===== config.mk =====
export PLATFORM = sky130hd
export DESIGN_NAME = member_path_tokenizer
export DESIGN_NICKNAME = d
export VERILOG_FILES = /design/src/hdl/mpt_pkg.sv /design/src/hdl/member_path_tokenizer.sv /design/src/hdl/mpt_digit_acc.sv
export SDC_FILE = /design/constraint.sdc
export NUM_CORES = 1
export LEC_CHECK = 0
export BUFFER_PORTS_ARGS = -buffer_cell sky130_fd_sc_hd__buf_4
export CORE_MARGIN = 8
export CORE_UTILIZATION = 25
export CTS_CLUSTER_SIZE = 16
export DETAILED_ROUTE_END_ITERATION = 12
export PLACE_DENSITY = 0.38
export RECOVER_POWER = 25
export SLEW_MARGIN = 40
export SYNTH_ARGS = -nofsm -noshare
export SYNTH_HDL_FRONTEND = slang
export SYNTH_SLANG_ARGS = --single-unit

===== constraint.sdc =====
create_clock -name aclk -period 5.03 [get_ports aclk]
set_input_delay 0.2515 -clock aclk [delete_from_list [all_inputs] [get_ports aclk]]
set_output_delay 0.2515 -clock aclk [all_outputs]
set_load 0.05 [all_outputs]

===== src/hdl/mpt_pkg.sv =====
// Package for the member path tokenizer: character codes, result kinds,
// error codes, parse modes and default capacities. No dependencies.
package mpt_pkg;

    // Characters that steer the parser.
    localparam logic [7:0] CHAR_TERM    = 8'd0;
    localparam logic [7:0] CHAR_DOT     = 8'h2E;
    localparam logic [7:0] CHAR_OPEN    = 8'h5B;
    localparam logic [7:0] CHAR_CLOSE   = 8'h5D;
    localparam logic [7:0] CHAR_DIGIT_0 = 8'd48;
    localparam logic [7:0] CHAR_DIGIT_9 = 8'd57;

    // Result kinds.
    localparam logic [1:0] KIND_CHAR  = 2'd0;
    localparam logic [1:0] KIND_INDEX = 2'd1;
    localparam logic [1:0] KIND_DONE  = 2'd2;
    localparam logic [1:0] KIND_ERROR = 2'd3;

    // Error codes.
    localparam logic [2:0] ERR_EMPTY        = 3'd0;
    localparam logic [2:0] ERR_LEAD_BRACKET = 3'd1;
    localparam logic [2:0] ERR_NO_CLOSE     = 3'd2;
    localparam logic [2:0] ERR_NOT_DIGIT    = 3'd3;
    localparam logic [2:0] ERR_NO_DIGITS    = 3'd4;
    localparam logic [2:0] ERR_AFTER_INDEX  = 3'd5;
    localparam logic [2:0] ERR_BAD_DOT      = 3'd6;
    localparam logic [2:0] ERR_CAPACITY     = 3'd7;

    // Parser state codes.
    localparam logic [1:0] MODE_NAME  = 2'd0;
    localparam logic [1:0] MODE_INDEX = 2'd1;
    localparam logic [1:0] MODE_ERROR = 2'd2;

    // Default capacities.
    localparam int DEF_MAX_SEGMENTS = 16;
    localparam int DEF_MAX_NAME_LEN = 32;
    localparam int DEF_MAX_DIMS     = 8;
    localparam int DEF_MAX_DIGITS   = 10;

endpackage


===== src/hdl/member_path_tokenizer.sv =====
// Member path tokenizer top level: state registers, parse decisions and the
// output register. Depends on mpt_pkg and mpt_digit_acc.
//
// Usage: one path character enters per word on the s_ channel (s_valid,
// s_ready, s_char_in); byte 0 ends a path. Each character gives zero or one
// result word on the m_ channel: a name character with its segment and
// position, an array index when its closing bracket arrives, a done word
// carrying the segment count, or an error word with a code. After an error,
// characters give no words until the terminator, which always returns the
// parser to its start state.
// Output: a result is registered, on m_ the cycle after its character is taken.
// Throughput: one character per cycle while s_ready is high; each character
// is decided by one pass of classification and a times-ten add between the
// parser state registers and the output register.
// Stall: a held result word keeps its values while m_ready is low; a new
// character is still taken in the cycle in which the held word leaves.
// Reset: aresetn (synchronous, active low) empties the output register and
// puts the parser in name mode at segment zero.
module member_path_tokenizer
    import mpt_pkg::*;
#(
    parameter int MAX_SEGMENTS = DEF_MAX_SEGMENTS,
    parameter int MAX_NAME_LEN = DEF_MAX_NAME_LEN,
    parameter int MAX_DIMS     = DEF_MAX_DIMS,
    parameter int MAX_DIGITS   = DEF_MAX_DIGITS
) (
    input  logic        aclk,
    input  logic        aresetn,
    input  logic        s_valid,
    output logic        s_ready,
    input  logic [7:0]  s_char_in,
    output logic        m_valid,
    input  logic        m_ready,
    output logic [1:0]  m_kind,
    output logic [3:0]  m_segment_number,
    output logic [4:0]  m_position,
    output logic [31:0] m_payload,
    output logic [2:0]  m_error_code
);

    localparam int SEG_W = $clog2(MAX_SEGMENTS + 1);
    localparam int LEN_W = $clog2(MAX_NAME_LEN + 1);
    localparam int DIM_W = $clog2(MAX_DIMS + 1);
    localparam int DIG_W = $clog2(MAX_DIGITS + 1);

    // Parser state.
    logic [1:0]       mode_reg,  mode_next;
    logic [SEG_W-1:0] seg_reg,   seg_next;
    logic [LEN_W-1:0] len_reg,   len_next;
    logic [DIM_W-1:0] dim_reg,   dim_next;
    logic [DIG_W-1:0] dig_reg,   dig_next;
    logic [31:0]      index_reg, index_next;

    // Output register.
    logic        out_valid_reg;
    logic [1:0]  kind_reg,    kind_next;
    logic [3:0]  segnum_reg;
    logic [4:0]  pos_reg,     pos_next;
    logic [31:0] payload_reg, payload_next;
    logic [2:0]  err_reg,     err_next;

    logic        emit;
    logic        fail;
    logic [2:0]  fail_code;
    logic        accept;
    logic        is_digit;
    logic [31:0] acc_value;
    logic        acc_overflow;
    logic [31:0] seg_wide;
    logic [31:0] len_wide;
    logic [31:0] dim_wide;

    assign s_ready = !out_valid_reg || m_ready;
    assign accept  = s_valid && s_ready;

    mpt_digit_acc u_digit_acc (
        .value_in  (index_reg),
        .char_in   (s_char_in),
        .value_out (acc_value),
        .overflow  (acc_overflow)
    );

    // Parse decision for the current character.
    always_comb begin
        mode_next    = mode_reg;
        seg_next     = seg_reg;
        len_next     = len_reg;
        dim_next     = dim_reg;
        dig_next     = dig_reg;
        index_next   = index_reg;
        emit         = 1'b0;
        fail         = 1'b0;
        fail_code    = ERR_EMPTY;
        kind_next    = KIND_CHAR;
        pos_next     = '0;
        payload_next = '0;
        err_next     = ERR_EMPTY;
        seg_wide     = 32'(seg_reg);
        len_wide     = 32'(len_reg);
        dim_wide     = 32'(dim_reg);
        is_digit     = (s_char_in >= CHAR_DIGIT_0) && (s_char_in <= CHAR_DIGIT_9);

        unique case (mode_reg)
            MODE_INDEX: begin
                if (s_char_in == CHAR_TERM) begin
                    fail      = 1'b1;
                    fail_code = ERR_NO_CLOSE;
                end else if (s_char_in == CHAR_CLOSE) begin
                    if (dig_reg == '0) begin
                        fail      = 1'b1;
                        fail_code = ERR_NO_DIGITS;
                    end else begin
                        emit         = 1'b1;
                        kind_next    = KIND_INDEX;
                        pos_next     = dim_wide[4:0];
                        payload_next = index_reg;
                        dim_next     = dim_reg + 1'b1;
                        mode_next    = MODE_NAME;
                    end
                end else if (!is_digit) begin
                    fail      = 1'b1;
                    fail_code = ERR_NOT_DIGIT;
                end else if (dig_reg >= DIG_W'(MAX_DIGITS) || acc_overflow) begin
                    fail      = 1'b1;
                    fail_code = ERR_CAPACITY;
                end else begin
                    index_next = acc_value;
                    dig_next   = dig_reg + 1'b1;
                end
            end
            MODE_NAME: begin
                if (s_char_in == CHAR_TERM) begin
                    if (len_reg == '0) begin
                        fail      = 1'b1;
                        fail_code = ERR_EMPTY;
                    end else begin
                        emit         = 1'b1;
                        kind_next    = KIND_DONE;
                        payload_next = seg_wide + 32'd1;
                        mode_next    = MODE_NAME;
                        seg_next     = '0;
                        len_next     = '0;
                        dim_next     = '0;
                        dig_next     = '0;
                        index_next   = '0;
                    end
                end else if (s_char_in == CHAR_DOT) begin
                    if (len_reg == '0) begin
                        fail      = 1'b1;
                        fail_code = ERR_BAD_DOT;
                    end else if (seg_reg == SEG_W'(MAX_SEGMENTS - 1)) begin
                        fail      = 1'b1;
                        fail_code = ERR_CAPACITY;
                    end else begin
                        seg_next = seg_reg + 1'b1;
                        len_next = '0;
                        dim_next = '0;
                    end
                end else if (s_char_in == CHAR_OPEN) begin
                    if (len_reg == '0) begin
                        fail      = 1'b1;
                        fail_code = ERR_LEAD_BRACKET;
                    end else if (dim_reg >= DIM_W'(MAX_DIMS)) begin
                        fail      = 1'b1;
                        fail_code = ERR_CAPACITY;
                    end else begin
                        mode_next  = MODE_INDEX;
                        dig_next   = '0;
                        index_next = '0;
                    end
                end else if (dim_reg != '0) begin
                    fail      = 1'b1;
                    fail_code = ERR_AFTER_INDEX;
                end else if (len_reg >= LEN_W'(MAX_NAME_LEN)) begin
                    fail      = 1'b1;
                    fail_code = ERR_CAPACITY;
                end else begin
                    // Ordinary name character, a closing bracket included.
                    emit         = 1'b1;
                    kind_next    = KIND_CHAR;
                    pos_next     = len_wide[4:0];
                    payload_next = {24'd0, s_char_in};
                    len_next     = len_reg + 1'b1;
                end
            end
            default: begin
                // Error mode swallows characters until the terminator.
                if (s_char_in == CHAR_TERM) begin
                    mode_next  = MODE_NAME;
                    seg_next   = '0;
                    len_next   = '0;
                    dim_next   = '0;
                    dig_next   = '0;
                    index_next = '0;
                end
            end
        endcase

        // An error word; the terminator restarts, anything else enters error mode.
        if (fail) begin
            emit         = 1'b1;
            kind_next    = KIND_ERROR;
            pos_next     = '0;
            payload_next = {24'd0, s_char_in};
            err_next     = fail_code;
            if (s_char_in == CHAR_TERM) begin
                mode_next  = MODE_NAME;
                seg_next   = '0;
                len_next   = '0;
                dim_next   = '0;
                dig_next   = '0;
                index_next = '0;
            end else begin
                mode_next = MODE_ERROR;
            end
        end
    end

    // Parser state registers.
    always_ff @(posedge aclk) begin
        if (!aresetn) begin
            mode_reg  <= MODE_NAME;
            seg_reg   <= '0;
            len_reg   <= '0;
            dim_reg   <= '0;
            dig_reg   <= '0;
            index_reg <= '0;
        end else if (accept) begin
            mode_reg  <= mode_next;
            seg_reg   <= seg_next;
            len_reg   <= len_next;
            dim_reg   <= dim_next;
            dig_reg   <= dig_next;
            index_reg <= index_next;
        end
    end

    // Output valid flag.
    always_ff @(posedge aclk) begin
        if (!aresetn) begin
            out_valid_reg <= 1'b0;
        end else if (accept) begin
            out_valid_reg <= emit;
        end else if (m_ready) begin
            out_valid_reg <= 1'b0;
        end
    end

    // Output word fields.
    always_ff @(posedge aclk) begin
        if (accept && emit) begin
            kind_reg    <= kind_next;
            segnum_reg  <= seg_wide[3:0];
            pos_reg     <= pos_next;
            payload_reg <= payload_next;
            err_reg     <= err_next;
        end
    end

    assign m_valid          = out_valid_reg;
    assign m_kind           = kind_reg;
    assign m_segment_number = segnum_reg;
    assign m_position       = pos_reg;
    assign m_payload        = payload_reg;
    assign m_error_code     = err_reg;

endmodule


===== src/hdl/mpt_digit_acc.sv =====
// Decimal index accumulator: value * 10 + digit with 32-bit overflow detect.
// Uses the digit zero code constant of mpt_pkg.
module mpt_digit_acc
    import mpt_pkg::*;
(
    input  logic [31:0] value_in,
    input  logic [7:0]  char_in,
    output logic [31:0] value_out,
    output logic        overflow
);

    logic [35:0] times_ten;
    logic [35:0] sum;
    logic [7:0]  digit;

    // Times ten as times eight plus times two, then add the digit.
    always_comb begin
        digit     = char_in - CHAR_DIGIT_0;
        times_ten = {1'b0, value_in, 3'b000} + {3'b000, value_in, 1'b0};
        sum       = times_ten + {28'd0, digit};
        value_out = sum[31:0];
        overflow  = |sum[35:32];
    end

endmodule


[After elaboration in Yosys (flattened, before gate mapping)]
Cells that the tools add are included.
Storage, ports and cells
  bits in registers: 100
  input port bits: 12
  output and inout port bits: 48
  word-level logic and storage cells: 198
Operators by class
  $add $sub $neg: 8
  order comparisons: 5
  equal/unequal tests: 13
  mux-type cells: 144
  reductions and logical operators: 15
Operator list (count)
  $mux 32: 17
  $pmux 32 s2: 2
  $mux 4: 27
  $mux 6: 12
  $mux 5: 13
  $mux 3: 14
  $mux 8: 5
  $add 35x33->36: 1
  $add 36x8->36: 1
  $mux 1: 30
  $mux 2: 14
  $pmux 5 s2: 2
  $eq 8x7->1 const B: 2
  $ne 4x4->1 const B: 4
  $pmux 4 s2: 2
  $pmux 6 s2: 1
  $reduce_and 10->1: 1
  $ne 3x3->1 const B: 3
  $add 4x1->4 const B: 2
  $eq 8x6->1 const B: 1
  $ge 4x4->1 const B: 2
  $ge 8x6->1 const B: 1
  $le 8x6->1 const B: 1
  $logic_not 8->1: 1
  other kinds (20): 26

[Longest topological paths before layout]
Gate-level depths: netlist of run 1.
  depth after elaboration: 11
  gate-level depth with buffers: 16
  mapped depth without buffers: 14

[Modules after synthesis]
Synthesis of run 1 repeated with hierarchy kept, for this count alone.
Unflattened totals
  cells, all modules: 757
  area total of the unflattened synthesis: 7085.5 µm²
Modules (own cells, without submodules)
  member_path_tokenizer: times used 1, cells an instance 449, area an instance 4747.1 µm², sequential area each 2462.4 µm²
  mpt_digit_acc: times used 1, cells an instance 308, area an instance 2338.5 µm², sequential area each 0.0 µm²

[Least setup slack after synthesis of run 1]
Ideal clock, no wire load.
  path kind: register to register
  from: register index_reg[2]
  to: register err_reg[0] (netlist: m_error_code[0]) (enable)
  library setup time: 476 ps
  data arrival time: 4179 ps
  required time: 4554 ps
  setup slack: 375 ps
  stages on the path, launching flop included: 15
  path through: dfxtp_1 inv_1 fa_1 inv_1 ha_1 a211o_1 o211ai_1 a21oi_1 and3_1 o211a_1 or4_4 a31oi_4 nand3_4 a21o_1 o41a_1
On the way
  cells in the longest elaborated chain, start to end: 11
RTL lines
  start: declaration: RTL line member_path_tokenizer.sv:52  | logic [31:0] index_reg, index_next;
  start signal: assignment: RTL line member_path_tokenizer.sv:234  | index_reg <= index_next;
  $add 35x33->36: RTL line mpt_digit_acc.sv:19  | times_ten = {1'b0, value_in, 3'b000} + {3'b000, value_in, 1'b0};
  $add 36x8->36: RTL line mpt_digit_acc.sv:20  | sum = times_ten + {28'd0, digit};
  $reduce_or 4->1: RTL line mpt_digit_acc.sv:22  | overflow = |sum[35:32];
  $logic_or 1x1->1: RTL line member_path_tokenizer.sv:123  | end else if (dig_reg >= DIG_W'(MAX_DIGITS) || acc_overflow) begin
  $mux 1: RTL line member_path_tokenizer.sv:123
  $mux 1: RTL line member_path_tokenizer.sv:120  | end else if (!is_digit) begin
  $mux 1: RTL line member_path_tokenizer.sv:108  | end else if (s_char_in == CHAR_CLOSE) begin
  $mux 1: RTL line member_path_tokenizer.sv:105  | if (s_char_in == CHAR_TERM) begin
  $pmux 1 s2: RTL line member_path_tokenizer.sv:103  | unique case (mode_reg)
  $mux 1: RTL line member_path_tokenizer.sv:200  | if (fail) begin
  $logic_and 1x1->1: RTL line member_path_tokenizer.sv:251  | if (accept && emit) begin
  end signal: assignment: RTL line member_path_tokenizer.sv:256  | err_reg <= err_next;
  end: declaration: RTL line member_path_tokenizer.sv:60  | logic [2:0] err_reg, err_next;
Every way passes these cells.
A chain may end at the register's enable or synchronous reset.

[Worst setup path after layout of run 1]
  from: register index_reg[2]
  to: register payload_reg[28] (netlist: m_payload[28]) (enable)
On the way
  cells in the longest elaborated chain, start to end: 11
RTL lines
  $add 35x33->36: RTL line mpt_digit_acc.sv:19
  $add 36x8->36: RTL line mpt_digit_acc.sv:20
  $reduce_or 4->1: RTL line mpt_digit_acc.sv:22
  $logic_or 1x1->1: RTL line member_path_tokenizer.sv:123
  $mux 1: RTL line member_path_tokenizer.sv:123
  $mux 1: RTL line member_path_tokenizer.sv:120
  $mux 1: RTL line member_path_tokenizer.sv:108
  $mux 1: RTL line member_path_tokenizer.sv:105
  $pmux 1 s2: RTL line member_path_tokenizer.sv:103
  $mux 1: RTL line member_path_tokenizer.sv:200
  $logic_and 1x1->1: RTL line member_path_tokenizer.sv:251
  end signal: assignment: RTL line member_path_tokenizer.sv:255  | payload_reg <= payload_next;
  end: declaration: RTL line member_path_tokenizer.sv:59  | logic [31:0] payload_reg, payload_next;
Every way passes these cells.

==> out/metrics.csv, run 1 <==
metric,value,unit
DP Area,0.007809,mm2
mux cell area share after synthesis,0.001612,
fin crit share,0.9129,
antenna-violating nets left,0,
Hold Path Depth,2,
crit end category,flip-flop,
Root Buffer,clkbuf_16,
port buffer count,59,
Final Max Tran Viols,0,
post-synthesis compound-gate area fraction,0.2492,
post-synthesis to final-layout area growth,13.62,%
"Setup Fix Bufs, Post-CTS",0,
Post-Route WL,21030,um
Synth Flop Type,dfxtp_1,
Hold Fails Final Rpt,0,
Core Area,0.02763,mm2
H-tree levels,3,
post-synth top area cell,edfxtp_1,
biggest cell delay along the critical path,0.55,ns
Worst EP arrival,4.67,ns
CP max FO,46,
status,finished clean,
GRT Util Overall,0.1268,
Mapped Cells,739,
die area,0.03354,mm2
largest family of logic cells by synthesized area,compound AO/OA/AOI/OAI gates,
Die H,183.1,um
Ant. Diodes,0,
Reg2Reg Launch Point,index_reg[2],
Leak,3.488,nW
cts repair resizes,0,
RSZ-0062 raised after global routing,no,
distinct cell type count after synthesis,76,
via count,5886,
Async SR Flop Fraction,0,
Post-synth EDFFs,46,
Finished Layout Cells,1166,
xor and xnor fraction of the mapped netlist area,0.03887,
row count,61,
adder and majority gate portion of the synthesized area,0.1516,
final instance area,0.007935,mm2
register bit total from synthesis,100,
Mapped Area,0.006984,mm2
Crit-path slowest cell,fa_1,
worst skew pair latency,0.36,ns
"Avg Cell Area, Syn",9.451,um2
Syn Nets,832,
highest clock rate,217.8,MHz
Synth top area share,0.1978,
headroom to the max-slew limit,0.4468,
cell mode on critical path,inv_1,
nets,876,
setup TNS,0,ns
initial antenna violation count,0,
drt first pass iters,5,
# hold bufs at CTS,0,
worst path buffer plus inverter count,3,
residual overflow from global routing,0,
largest net degree at the start of global routing,47,
post-placement cell count,1150,
Starting Density,0.2528,
routed vias/inst,5.048,
DR iter-0 viols,336,
Die X,183.1,um
CTS sink cnt,100,
share of cells above drive strength 1,0.08122,
Slew @ Worst Pin,0.8243,ns
Final Setup Violations,0,
top-count cell post-synth,ha_1,
Synth Area in Simple Gates,0.1639,
CTS buffer count,9,
worst-path cell chain,inv_1 > fa_1 > inv_1 > ha_1 > a211o_1 > o211ai_1 > a21oi_1 > and3_1 > o211a_1 > or4_4 > a31oi_4 > nand3_4 > a21o_1 > o41a_2 > buf_12,
top cell family by delay on the critical path,compound AO/OA/AOI/OAI gates,
reg2reg path depth,15,
first-pass GRT wire length,34070,um
CP required,5.11,ns
TritonCTS clock tree,done,
critical path class,flip-flop to flip-flop,
Tmin final,4.592,ns
Max VDD drop,127.7,uV
final setup skew,0.01449,ns
Crit. Startpoint,index_reg[2],
Clock transition at path regs,0.07,ns
sequential fraction of the synthesis area,0.3526,
# DRC,0,
Final GP Congestion,0.8192,
final core utilization,0.2872,
synth warn,0,
DP Wirelength,15660,um
I/O pin cnt,60,
pwr/cell area,227.9,mW/mm2
Min-Delay Path Class,input pin to flip-flop,
Synth top cells by count,"75 x ha_1, 54 x dfxtp_1, 53 x nand2_1",
worst hold slack,0.1651,ns
largest cells by area after synthesis,"edfxtp_1 20%, dfxtp_1 15%, ha_1 13%, a22o_1 4.1%, a21oi_1 3.7%",
Crit. path cell count,15,
HP Start,s_char_in[0],
number of global-route vias before repair,6192,
Max Cap Violations,0,
Startpoint Class,flip-flop,
wire per inst,18.03,um
Max Buffers Root-to-Sink,2,
[through the flow]
step	setup WS, ns	total power, mW
2_1_floorplan	0.3754	1.059
3_3_place_gp	0.4940	1.134
3_5_place_dp	0.4238	1.135
4_1_cts	0.4106	1.857
5_1_grt	0.1869	1.883
6_report	0.4382	1.808
[worst paths after layout]
kind	to	slack [ns]
worst min register to register	m_segment_number[1]	0.49
worst max register to register	m_payload[28]	0.44
worst max-delay path	m_payload[28]	0.44
worst min-delay path	index_reg[0]	0.17
[kinds of logic (layout without fill, tap and decap cells)]
kind of cell / Yosys count / in the layout
AOI/OAI and AO/OA: 243 / 243
xor gates and xnor gates: 31 / 31
adders and majority gates: 81 / 81
buffers and inverters: 64 / 113
DFF: 100 / 100
muxes: 1 / 1
and+or+nand+nor: 219 / 219
[cell type report]
class | count | area (um2)
clock buffers | 10 | 229.0
inverters | 27 | 101.3
flip-flops and latches | 100 | 2462
clock inverters | 6 | 62.56
well taps | 378 | 473.0
multi-input cells | 575 | 4234
repair buffers | 70 | 372.9
fillers | 3038 | 19690
[worst register-to-register path: cells and delay by family, from the launching register on]
family / cells / cell delay, ns
flops: 1 / 0.42
buf+inv: 3 / 0.35
compound gates: 7 / 1.76
fa+ha+maj: 2 / 0.85
simple gates: 3 / 0.93
[cells in the final DEF (no fill, tap or decap), types with 27 or more instances in the layout]
master and n:
dfxtp_1 54, ha_1 75, inv_1 27, edfxtp_1 46, and3_1 30, clkbuf_1 45
nor2_1 40, a21oi_1 50, a22o_1 33, o21ai_0 38, nand2_1 53
[per-layer routing]
metal  global-route usage  wire, um  up-vias
met2               0.2229     10150      136
met4              0.04294       443        0
met1               0.1531      9574     2842
met5                    0         0        -
met3              0.02394       860       25
li1                     -         -     2883
[report_power, final]
part,switching (mW),internal (mW)
Clock,0.325,0.386
Sequential,0.0102,0.874
Combinational,0.165,0.0481
Total,0.500,1.31
(Power assumes the default switching activity.)
==> inputs of run 2 (changes only) <==
--- a/config.mk
+++ b/config.mk
@@ -17,2 +17,3 @@
 export SYNTH_HDL_FRONTEND = slang
+export SYNTH_HIERARCHICAL = 1
 export SYNTH_SLANG_ARGS = --single-unit
==> constraint.sdc (replaced) <==
create_clock -name aclk -period 5.03 [get_ports aclk]
set_input_delay 1.509 -clock aclk [delete_from_list [all_inputs] [get_ports aclk]]
set_output_delay 1.509 -clock aclk [all_outputs]
set_load 0.05 [all_outputs]
==> run 2 against run 1 <==
Net effect: the flow now finishes with violations (negative setup slack); register-to-register slack got worse by 0.25 ns; die area rose by 1.3%; sequential cell count did not move; clock skew fell by 0.0058 ns; global-route usage rose by 1.7 points; core utilization rose by 4.2 points; setup slack got worse by 0.98 ns; final cell count rose by 7.2%; sequential share of layout area fell by 4.1 points; cell area rose by 15%; critical endpoint is now m_payload[13]; largest power group unchanged; highest routed layer unchanged.
==> out/metrics.csv, run 2 <==
metric,value,unit
Syn Nets,847,
sequential fraction of the synthesis area,0.3475,
fin crit share,1.107,
area of the multi-input gates,0.004614,mm2
Final Setup Violations,96,
Worst EP arrival,5.70,ns
Final Max Tran Viols,0,
distinct cell type count after synthesis,82,
reg2reg path depth,20,
failing checks,negative setup slack,
via count,6507,
first-pass GRT wire length,38580,um
Clock transition at path regs,0.08,ns
Startpoint Class,input pin,
TritonCTS clock tree,done,
residual overflow from global routing,0,
# DRC,0,
Synth top area share,0.1949,
share of cells above drive strength 1,0.2179,
number of global-route vias before repair,6796,
routed vias/inst,5.206,
Starting Density,0.2543,
"Avg Cell Area, Syn",9.360,um2
synth warn,6,
Max VDD drop,168.9,uV
post-synthesis to final-layout area growth,29.26,%
Post-synth EDFFs,46,
Tmin final,5.570,ns
Die H,184.4,um
pwr/cell area,208.5,mW/mm2
Final GP Congestion,0.8478,
Max Buffers Root-to-Sink,2,
Min-Delay Path Class,flip-flop to flip-flop,
Async SR Flop Fraction,0,
headroom to the max-slew limit,0.4829,
Synth top cells by count,"72 x ha_1, 60 x a21oi_1, 55 x nand2_1",
final worst setup slack,-0.5401,ns
largest net degree at the start of global routing,30,
I/O pin cnt,60,
critical path class,input pin to flip-flop,
Hold Path Depth,2,
H-tree levels,3,
CTS buffer count,9,
top-count cell post-synth,ha_1,
register bit total from synthesis,100,
Core Area,0.02786,mm2
RSZ-0062 raised after global routing,yes,
highest clock rate,179.5,MHz
wire per inst,19.45,um
initial antenna violation count,0,
post-place setup slack,-1.071,ns
CP max FO,14,
Synth Flop Type,dfxtp_1,
Post-Route WL,24320,um
Ant. Diodes,0,
Filler cells,2877,
DR iter-0 viols,401,
Mapped Cells,757,
Max Cap Violations,0,
Finished Layout Cells,1250,
die area,0.03398,mm2
Slew @ Worst Pin,0.7691,ns
final setup skew,0.008714,ns
Reg area,0.002462,mm2
GRT Util Overall,0.1441,
CTS sink cnt,100,
CP required,5.16,ns
# hold bufs at CTS,0,
Hold Fails Final Rpt,0,
"commonest non-fill, non-tap cells in the layout","83 x buf_4, 66 x ha_1, 56 x a21oi_1",
r2r setup slk,0.19,ns
antenna-violating nets left,0,
post-placement cell count,1212,
crit end category,flip-flop,
largest cells by area after synthesis,"edfxtp_1 19%, dfxtp_1 15%, ha_1 13%, a22o_1 4.9%, a21oi_1 4.2%",
DP Wirelength,17530,um
Die X,184.4,um
port buffer count,59,
worst skew pair latency,0.36,ns
status,finished with violations,
Leak,3.914,nW
post-synth top area cell,edfxtp_1,
row count,61,
drt first pass iters,5,
"most common cell after layout, fill and taps aside",buf_4,
nets,957,
Root Buffer,clkbuf_16,
Mapped Area,0.007086,mm2
[run 2: changes by cell type in the layout (fill, tap and decap cells not counted), moves of 6 or more]
cell      previous run  this run
a21oi_1             50        56
ha_4                 0         6
buf_12               1         8
a31oi_1              7        16
o21ai_0             38        32
clkbuf_1            45        20
o31ai_1              9         3
buf_6                0        15
nor2b_1              9         3
buf_4               25        83
a22o_1              33        40
ha_1                75        66
[run 2: power by group]
| group | internal (mW) | leakage, nW | switching [mW] |
|---|---|---|---|
| clock | 0.391 | 0.147 | 0.352 |
| combinational | 0.102 | 2.87 | 0.185 |
| sequential | 0.872 | 0.897 | 0.00857 |
[run 2: cells by family after synthesis]
kind of cell | after synthesis | synth area share
xor gates and xnor gates | 30 | 0.03708
adders and majority gates | 78 | 0.1441
DFF | 100 | 0.3475
AOI/OAI and AO/OA | 250 | 0.2486
muxes | 4 | 0.005827
and+or+nand+nor | 227 | 0.1769
buffers and inverters | 68 | 0.03991
[run 2: final cells by class]
| class | instances | share of cell area |
|---|---|---|
| Sequential cell | 100 | 0.2689 |
| Tap cell | 378 | 0.05164 |
| Timing Repair Buffer | 133 | 0.1291 |
| Multi-Input combinational cell | 589 | 0.5038 |
| Clock inverter | 7 | 0.008060 |
| Clock buffer | 9 | 0.02459 |
| Inverter | 34 | 0.01393 |
[run 2: layer usage]
layer | wire [um] | GRT usage | vias up
met3 | 943 | 0.01831 | 38
li1 | - | - | 3107
met2 | 11880 | 0.2506 | 171
met1 | 10690 | 0.1764 | 3191
met5 | 0 | 0 | -
met4 | 803 | 0.06131 | 0
[run 2: final timing paths]
path                      from       endpoint
setup / recovery  s_char_in[4]  m_payload[13]
hold / removal      seg_reg[1]     seg_reg[1]
setup reg to reg  index_reg[2]  m_payload[13]
hold reg to reg     seg_reg[1]     seg_reg[1]
[run 2: timing repair]
| action | 4_1_cts | 5_1_grt |
|---|---|---|
| setup buffers | 15 | 9 |
| hold endpoints to repair | 0 | 0 |
| endpoints found under the setup margin | 98 | 98 |
| pin swaps | 19 | 9 |
| gates resized for setup | 50 | 23 |
| gates cloned | 6 | 2 |
[run 2: worst max-delay path: stages]
cell and delay [ns]:
buf_12 0.11, a21oi_4 0.14, xor2_1 0.18, fa_1 0.47, ha_4 0.30, buf_6 0.09, o21a_1 0.14, nand4_1 0.21
a31oi_4 0.31, a21boi_4 0.11, o31ai_4 0.21, a32oi_2 0.15, or4_4 0.44, nand4b_1 0.21, nor2b_4 0.17, a211oi_2 0.20
nor4b_4 0.32, nor3_4 0.10, buf_6 0.17, buf_12 0.14
[run 2: per-stage QoR]
| stage | power [mW] | utilization | hold slack [ns] | area, um2 | TNS [ns] |
|---|---|---|---|---|---|
| CTS | 1.939 | 0.3289 | 0.5034 | 9161 | -40.68 |
| floorplan | 1.051 | - | 0.4569 | 7151 | -68.16 |
| global route | 1.980 | 0.3288 | 0.5278 | 9159 | -64.18 |
| global placement | 1.153 | 0.3008 | 0.4878 | 8381 | -95.13 |
| detailed placement | 1.153 | 0.3010 | 0.4895 | 8386 | -98.67 |
| finish | 1.910 | 0.3288 | 0.5037 | 9159 | -43.26 |
==> inputs of run 3 (changes only) <==
- CORE_UTILIZATION: 25 -> 52
- PLACE_DENSITY: 0.38 -> 0.69
==> run 3 against run 2 <==
Net effect: the run still ends with negative setup slack left; combinational power is 3% lower; sequential cell count is the same; clock skew up 0.0046 ns; clock-buffer cell count grew 3; core utilization is 32 points higher; hold slack gained 0.0017 ns; critical path depth unchanged; first-iteration DRC count rose by 77%; die area decreased by 48%; critical path type unchanged; largest cell class unchanged; highest routed layer unchanged.
==> out/metrics.csv, run 3 (synthesis results as in run 2) <==
metric,value,unit
first-pass GRT wire length,33880,um
residual overflow from global routing,0,
"commonest non-fill, non-tap cells in the layout","77 x buf_4, 67 x ha_1, 56 x a21oi_1",
Die X,132.7,um
r2r setup slk,0.08,ns
highest clock rate,175.4,MHz
share of cells above drive strength 1,0.1986,
status,finished with violations,
wire per inst,20.37,um
Root Buffer,clkbuf_16,
reg2reg path depth,20,
initial antenna violation count,0,
Reg2Reg Launch Point,index_reg[2],
"most common cell after layout, fill and taps aside",buf_4,
Die H,132.7,um
Final Max Tran Viols,0,
worst-path cell chain,buf_6 > ha_4 > xnor2_2 > fa_1 > ha_4 > buf_6 > o21a_1 > nand4_1 > a31oi_4 > a21boi_4 > o31ai_4 > a32oi_2 > or4_4 > nand4b_1 > buf_6 > nor2b_4 > a211oi_2 > nor4b_4 > nor3_4 > bufbuf_16,
top cell family by delay on the critical path,simple AND/OR/NAND/NOR gates,
post-synthesis to final-layout area growth,22.55,%
Hold Fails Final Rpt,0,
failing checks,negative setup slack,
fin crit share,1.133,
Crit-path slowest cell,fa_1,
Core Area,0.01330,mm2
GRT Util Overall,0.2353,
Hold Path End,seg_reg[1],
Final Setup Violations,97,
total power draw,1.860,mW
worst path buffer plus inverter count,4,
# DRC,0,
Slew @ Worst Pin,0.7987,ns
biggest cell delay along the critical path,0.50,ns
largest net degree at the start of global routing,34,
nets,941,
Final GP Congestion,0.9588,
Post-Route WL,21020,um
die area,0.01762,mm2
I/O pin cnt,60,
headroom to the max-slew limit,0.4664,
critical path class,input pin to flip-flop,
row count,42,
antenna-violating nets left,0,
RSZ-0062 raised after global routing,yes,
final core utilization,0.6531,
DR iter-0 viols,711,
CTS sink cnt,100,
Ant. Diodes,0,
CTS buffer count,9,
Leak,3.795,nW
HP Start,seg_reg[1],
Max Cap Violations,0,
final worst setup slack,-0.6701,ns
final setup skew,0.01331,ns
Max VDD drop,141.9,uV
# hold bufs at CTS,0,
H-tree levels,3,
port buffer count,59,
pwr/cell area,214.2,mW/mm2
crit end category,flip-flop,
Min-Delay Path Class,flip-flop to flip-flop,
CP required,5.15,ns
TritonCTS clock tree,done,
Tmin final,5.700,ns
cell mode on critical path,buf_6,
Startpoint Class,input pin,
Hold Path Depth,2,
Worst EP arrival,5.82,ns
number of global-route vias before repair,6470,
Clock transition at path regs,0.07,ns
Starting Density,0.5329,
worst skew pair latency,0.36,ns
drt first pass iters,6,
routed vias/inst,6.436,
CP max FO,6,
DP Wirelength,14760,um
Max Buffers Root-to-Sink,2,
FF-to-FF End,m_payload[24],
post-place setup slack,-1.126,ns
via count,6642,
## run 3: changes by cell type in the layout (fill, tap and decap cells not counted), sizes merged
cell      previous run  this run
inv                 36        34
bufbuf               0         1
clkbuf              29        33
buf                113        95
clkinvlp             1         0
## run 3: where the power goes
part | switching (mW) | total [mW] | internal [mW]
Clock | 0.314 | 0.701 | 0.387
Combinational | 0.179 | 0.278 | 0.0992
Sequential | 0.00735 | 0.880 | 0.873
## run 3: routing by layer
metal | vias to the layer above | track usage | routed length (um)
li1 | 3077 | - | -
met1 | 3206 | 0.2875 | 8646
met2 | 300 | 0.4008 | 10240
met3 | 59 | 0.03293 | 1371
met4 | 0 | 0.1110 | 755
met5 | - | 0 | 0
## run 3: worst min-delay path, delay by kind of cell (launching register included)
family,cells,cell delay (ns)
DFF,1,0.34
AOI/OAI and AO/OA,1,0.06
buffers and inverters,1,0.06
## run 3: what timing repair did
item,4_1_cts,5_1_grt
gates resized for setup,35,17
pin swaps,10,1
buffers inserted,11,5
hold endpoints to repair,0,0
gates cloned,3,2
setup endpoints to repair,98,99
## run 3: layout make-up
type | count | area, um2
inverter | 34 | 127.6
fill | 1148 | 4612
multi-input combinational | 589 | 4599
sequential | 100 | 2462
tap | 176 | 220.2
timing repair buffer | 117 | 988.4
clock buffer | 12 | 236.5
clock inverter | 4 | 48.80
## run 3: stage by stage
stage | hold slack, ns | setup TNS [ns] | area, um2 | cells
after floorplan | 0.4569 | -68.16 | 7151 | 757
after global placement | 0.4866 | -86.82 | 8028 | 1000
after detailed placement | 0.4845 | -98.13 | 8028 | 1000
after CTS | 0.5001 | -48.43 | 8640 | 1029
after global routing | 0.5064 | -75.40 | 8683 | 1032
final | 0.5055 | -53.71 | 8683 | 1032
## run 3: worst max path at each step
stage	startpoint	to	slack, ns	cells past startpoint
after floorplan	s_char_in[4]	m_error_code[0]	-1.12	16
after detailed placement	s_char_in[4]	m_payload[17]	-1.13	20
after CTS	s_char_in[5]	m_payload[5]	-0.61	21
after global routing	s_char_in[4]	m_position[2]	-0.90	21
final	s_char_in[4]	m_payload[24]	-0.67	20
after global placement	s_char_in[4]	m_payload[30]	-0.99	20
